File: src/sv/rau_pkg.sv
package rau_pkg;

   localparam int unsigned DataWidth = 32;
   localparam int unsigned ProdWidth = 2 * DataWidth;
   localparam int unsigned MagWidth  = ProdWidth + 1;
   localparam int unsigned CntWidth  = $clog2(MagWidth + 1);

   typedef enum logic [3:0] {
      CMD_MAKE = 4'd0,
      CMD_ADD  = 4'd1,
      CMD_SUB  = 4'd2,
      CMD_MUL  = 4'd3,
      CMD_DIV  = 4'd4,
      CMD_LT   = 4'd5,
      CMD_GT   = 4'd6,
      CMD_EQ   = 4'd7,
      CMD_NE   = 4'd8,
      CMD_LE   = 4'd9,
      CMD_GE   = 4'd10
   } cmd_type;

   typedef struct packed {
      logic [3:0]                  cmd;
      logic signed [DataWidth-1:0] a_num;
      logic signed [DataWidth-1:0] a_den;
      logic signed [DataWidth-1:0] b_num;
      logic signed [DataWidth-1:0] b_den;
   } req_type;

   typedef struct packed {
      logic signed [DataWidth-1:0] res_num;
      logic [DataWidth-2:0]        res_den;
      logic                        cmp_true;
      logic                        overflow;
   } rsp_type;

   // Sequencer commands to the datapath.
   typedef struct packed {
      logic load;
      logic mul1;
      logic mul2;
      logic mul3;
      logic combine;
      logic gcd_step;
      logic div_start;
      logic div_step;
      logic finish;
   } dp_cmd_type;

   // Datapath status back to the sequencer.
   typedef struct packed {
      logic is_cmp;
      logic gcd_done;
      logic div_done;
   } dp_sts_type;

endpackage

File: src/sv/rau_control.sv
module rau_control (
   input  logic                 clock,
   input  logic                 reset,
   input  logic                 req_valid,
   output logic                 req_ready,
   output logic                 rsp_valid,
   input  logic                 rsp_ready,
   input  rau_pkg::dp_sts_type  sts,
   output rau_pkg::dp_cmd_type  cmd
);

   typedef enum logic [3:0] {
      ST_IDLE, ST_MUL1, ST_MUL2, ST_MUL3, ST_COMB, ST_GCD, ST_DSTART, ST_DIV,
      ST_DSTART2, ST_DIV2, ST_FIN, ST_OUT
   } state_type;

   state_type state_ff, state_in;
   logic      rsp_valid_ff;

   always_comb begin
      cmd      = '0;
      state_in = state_ff;
      case (state_ff)
         ST_IDLE: if (req_valid) begin cmd.load = 1'b1; state_in = ST_MUL1; end
         ST_MUL1: begin cmd.mul1 = 1'b1; state_in = ST_MUL2; end
         ST_MUL2: begin cmd.mul2 = 1'b1; state_in = ST_MUL3; end
         ST_MUL3: begin cmd.mul3 = 1'b1; state_in = ST_COMB; end
         ST_COMB: begin
            cmd.combine = 1'b1;
            state_in = sts.is_cmp ? ST_FIN : ST_GCD;
         end
         ST_GCD: begin
            if (sts.gcd_done) state_in = ST_DSTART;
            else cmd.gcd_step = 1'b1;
         end
         ST_DSTART: begin cmd.div_start = 1'b1; state_in = ST_DIV; end
         ST_DIV: begin
            cmd.div_step = 1'b1;
            if (sts.div_done) state_in = ST_DSTART2;
         end
         ST_DSTART2: begin cmd.div_start = 1'b1; state_in = ST_DIV2; end
         ST_DIV2: begin
            cmd.div_step = 1'b1;
            if (sts.div_done) state_in = ST_FIN;
         end
         ST_FIN: begin cmd.finish = 1'b1; state_in = ST_OUT; end
         ST_OUT: if (rsp_ready) state_in = ST_IDLE;
         default: state_in = ST_IDLE;
      endcase
   end

   always_ff @(posedge clock) begin
      if (reset) begin
         state_ff     <= ST_IDLE;
         rsp_valid_ff <= 1'b0;
      end else begin
         state_ff     <= state_in;
         rsp_valid_ff <= (state_in == ST_OUT);
      end
   end

   assign req_ready = (state_ff == ST_IDLE);
   assign rsp_valid = rsp_valid_ff;

endmodule

File: config.mk
export PLATFORM = sky130hd
export DESIGN_NAME = rau_control
export DESIGN_NICKNAME = d
export VERILOG_FILES = /design/src/sv/rau_pkg.sv /design/src/sv/rau_control.sv
export SDC_FILE = /design/constraint.sdc
export NUM_CORES = 1
export LEC_CHECK = 0
export BUFFER_PORTS_ARGS = -buffer_cell sky130_fd_sc_hd__buf_2
export CORE_AREA = 2 2 39 41
export CTS_CLUSTER_SIZE = 25
export DETAILED_ROUTE_END_ITERATION = 10
export DIE_AREA = 0 0 41 43
export MAX_ROUTING_LAYER = met4
export PLACE_DENSITY = 0.69
export REMOVE_ABC_BUFFERS = 1
export SLEW_MARGIN = 20
export SYNTH_ARGS = -nofsm -noshare
export SYNTH_HDL_FRONTEND = slang
export SYNTH_SLANG_ARGS = --single-unit
File: constraint.sdc
create_clock -name clock -period 1.7 [get_ports clock]
set_input_delay 0.34 -clock clock [delete_from_list [all_inputs] [get_ports clock]]
set_output_delay 0.34 -clock clock [all_outputs]
set_load 0.02 [all_outputs]
Word level (Yosys, flattened, before mapping). Index checks and enable logic that the tools add are counted. Widths: inputs -> output; s select.

Flip-flop bits (word level): 5. Input port bits: 7. Output and inout port bits: 11. Word-level logic and storage cells: 35.

Equal/unequal tests: 12. Muxes and demuxes: 18. Reductions and logical operators: 3.

Operators with widths (number): $pmux 4 s12 (1); $mux 4 (6); $eq 4x4->1 const B (5); $eq 4x3->1 const B (4); $mux 1 (11); $eq 4x2->1 const B (2); $eq 4x1->1 const B (1); $logic_not 4->1 (1); $reduce_or 2->1 (2).

Depth between registers and ports, before layout.
Depth after elaboration: 3. Depth in mapped cells: 6. Gate-level depth less buffers: 4.

Worst setup path after synthesis. OpenSTA, ideal clock, no wires.

Path kind: reg2out. From: register state_ff[1]. To: output cmd[8] (netlist bit). Data arrival time: 1.701 ns. Required time: 1.360 ns. Slack: -0.341 ns. Cell stages (with the launch flop): 5. Path buffers: 2. Path through: dfxtp_1 clkbuf_2 buf_2 nor4_1 and2_1.

RTL lines: start: declaration (line rau_control.sv:17) `state_type state_ff, state_in;`; start signal: assignment (line rau_control.sv:57) `state_ff <= state_in;`; end: declaration (line rau_control.sv:9) `output rau_pkg::dp_cmd_type cmd`.

==> implementation parameters <==
Parameter                              Value

Run status
  Status ... complete, no violations

Placement
  Placement Cell Area ... 547 um2
  Gpl congestion ... 0.774
  Number of buffers added on ports ... 17
  Post-detailed-placement half-perimeter wirelength ... 842 um

Setup path
  Classification of the worst setup path ... flop to primary output
  Count of buffer and inverter cells on the critical path ... 2
  Highest-delay cell along the critical path ... dfxtp_4
  Slack of the worst reg-to-reg path ... 0.26 ns
  Critical Path Sink Type ... primary output
  Crit path launch type ... flop
  Number of cells on the worst reg-to-reg path ... 5
  Cell class contributing the biggest share of worst-path delay ... flip-flops
  Required @ worst endpoint ... 1.36 ns
  Max Fanout on Critical Path ... 13
  FF-to-FF Start ... state_ff[3]
  Cells along the critical path ... inv_1 -> nor4_1 -> buf_2
  Crit. Startpoint ... state_ff[0]
  Data arrival, critical path ... 1.27 ns
  R2R Path End ... rsp_valid
  Slowest stage delay, CP ... 0.42 ns
  Stages on worst setup path ... 3

STA
  Worst clock skew on the final layout ... 0.000683 ns
  Measured slew at the worst slew-check pin ... 0.424 ns
  Minimum clock period ... 1.61 ns
  Max-slew violation count ... 0
  Setup repair after global routing missed its margin ... no
  Number of setup violations in the final report ... 0
  Worst slew margin ... 0.716
  Post-route clock period utilization ... 0.949
  Number of failing hold endpoints at the final stage ... 0
  Highest clock frequency the design can meet ... 0.620 GHz

Clock tree
  Skew-Pair Late Insertion Delay ... 0.24 ns
  Clock root buffer master ... clkbuf_4
  Number of buffers on the longest clock path ... 2
  CTS tree ... built
  Post-CTS setup buffer count ... 0
  Register clock-pin slew on the reported worst setup and hold paths ... 0.04 ns
  # H-tree levels ... 1
  Number of sinks on the clock net ... 5
  Number of clock buffers inserted by TritonCTS ... 3

Global route
  Wire length of the first global-routing pass ... 1.70 mm
  Overall track demand over capacity in global routing ... 0.140
  Maximum number of pins on one net before global-route repair ... 18
  Number of antenna violations at the first check in global routing ... 0
  Vias in the first global route ... 405
  Overflow left after global routing ... 0

Detailed routing
  Routed vias ... 528
  Drc violations ... 0
  Post-route antenna net violation count ... 0
  Number of DRC markers in iteration 0 ... 18
  Wire per inst ... 12.0 um
  Average via count per standard cell ... 5.50
  Total iterations of the first detailed-routing run ... 4
  Total Wirelength ... 1.16 mm

Pwr
  Leakage dissipation ... 0.254 nW
  Power Density ... 1410 nW/um2
  Highest ir drop seen on vdd ... 0.658 mV

Synth
  Synth Area per Inst ... 7.29 um2
  Count of distinct cell types in the synthesized netlist ... 29
  Warnings from Yosys ... 0
  Yosys reg bits ... 5
  Synthesized instance count ... 62
  Post-synthesis instance area ... 452 um2
  Main synth FF type ... dfxtp_1
  Sequential area share after synthesis ... 0.222
  Number of flops mapped to enable cells by yosys ... 0
  Share of flip-flops with an asynchronous set or reset ... 0

Floorplanning
  Floorplan die area ... 1760 um2
  Number of primary I/O pins ... 18
  Core region area ... 1380 um2
  Floorplan die width ... 41 um
  Placement row count ... 14
  Effective utilization at floorplan ... 0.326
  Die Height ... 43 um

Final layout
  Utilization of the core after routing ... 0.429
  Ratio of cells with drive above 1 in the final layout ... 0.388
  Antenna diodes ... 0
  Area of all placed cells without fillers ... 594 um2
  Most frequent standard cell in the layout excluding fill and tap cells ... buf_2
  Most frequent cells in the layout ... buf_2 (17), nor2_1 (7), inv_1 (4)
  Count of nets after finishing ... 88
  Synthesis-to-layout area growth ... 31.6%

Min path
  Worst hold path cell count ... 2
  Min-Delay Endpoint ... state_ff[0]
  Min-Delay Path Class ... input port to flop
  Hold path start ... reset

Job
  Total of max-cap violations ... 0
[Yosys cell counts (2+ instances only)]
library cell,n,share of area
a21o_1,2,0.033
dfxtp_1,5,0.22
o32ai_1,2,0.039
nor2_1,7,0.058
nor4_1,4,0.055
buf_2,4,0.044
nand2b_1,4,0.055
nor2b_1,3,0.042
a211oi_1,2,0.033
inv_1,4,0.033
a21oi_1,3,0.033
nor3_1,2,0.022
a221oi_1,2,0.039
nand2_1,2,0.017
o21ai_0,2,0.022
[kinds of logic after synthesis]
logic type / count (synthesis) / synth area share
AOI/OAI and AO/OA: 18 / 0.291
buffers and inverters: 10 / 0.105
DFF: 5 / 0.222
and+or+nand+nor: 29 / 0.382
[routing by layer]
metal | global-route usage | routed length [um] | share of wire | vias up
li1 | - | - | - | 265
met1 | 0.203 | 550 | 0.48 | 239
met2 | 0.191 | 523 | 0.45 | 24
met3 | 0.0471 | 80 | 0.069 | 0
met4 | 0.0200 | 0 | 0 | 0
met5 | - | 0 | 0 | -
[state kept, by name, indices dropped and copies added, names as in the netlist]
name and flops:
rsp_valid 1, state_ff 4
[worst max-delay path by stage]
| stage | to |
|---|---|
| after global placement | cmd[3] |
| after floorplan | cmd[8] |
| final | cmd[3] |
| after CTS | cmd[8] |
| after global routing | cmd[3] |
| after detailed placement | cmd[5] |
[where the power goes]
group | internal [mW] | switching, mW
Combinational | 0.198 | 0.254
Clock | 0.0890 | 0.0526
Sequential | 0.157 | 0.0883
Total | 0.443 | 0.395
[repair_timing]
item                                    in CTS  in global routing
endpoints found under the setup margin       6                  6
hold buffers                                 0                  0
resized for setup                            3                  6
gates cloned                                 0                  0
pin swaps                                    0                  0
[through the flow]
step	TNS, ns	cells	setup slack, ns	hold WS (ns)	total power, mW
final	0	96	0.0875	0.317	0.838
after global placement	0	92	0.152	0.563	0.665
after CTS	0	96	0.0177	0.313	0.817
after floorplan	-0.298	56	-0.200	0.410	0.520
after detailed placement	0	92	0.112	0.576	0.670
after global routing	0	96	0.00407	0.314	0.897
[layout make-up]
class,instances,area [um2]
fill,153,790
inverter,4,15.0
timing repair buffer,20,108
clock buffer,4,26.3
sequential,5,113
tap,16,20.0
multi-input combinational,47,313
Power figures use the tool's default switching activity.
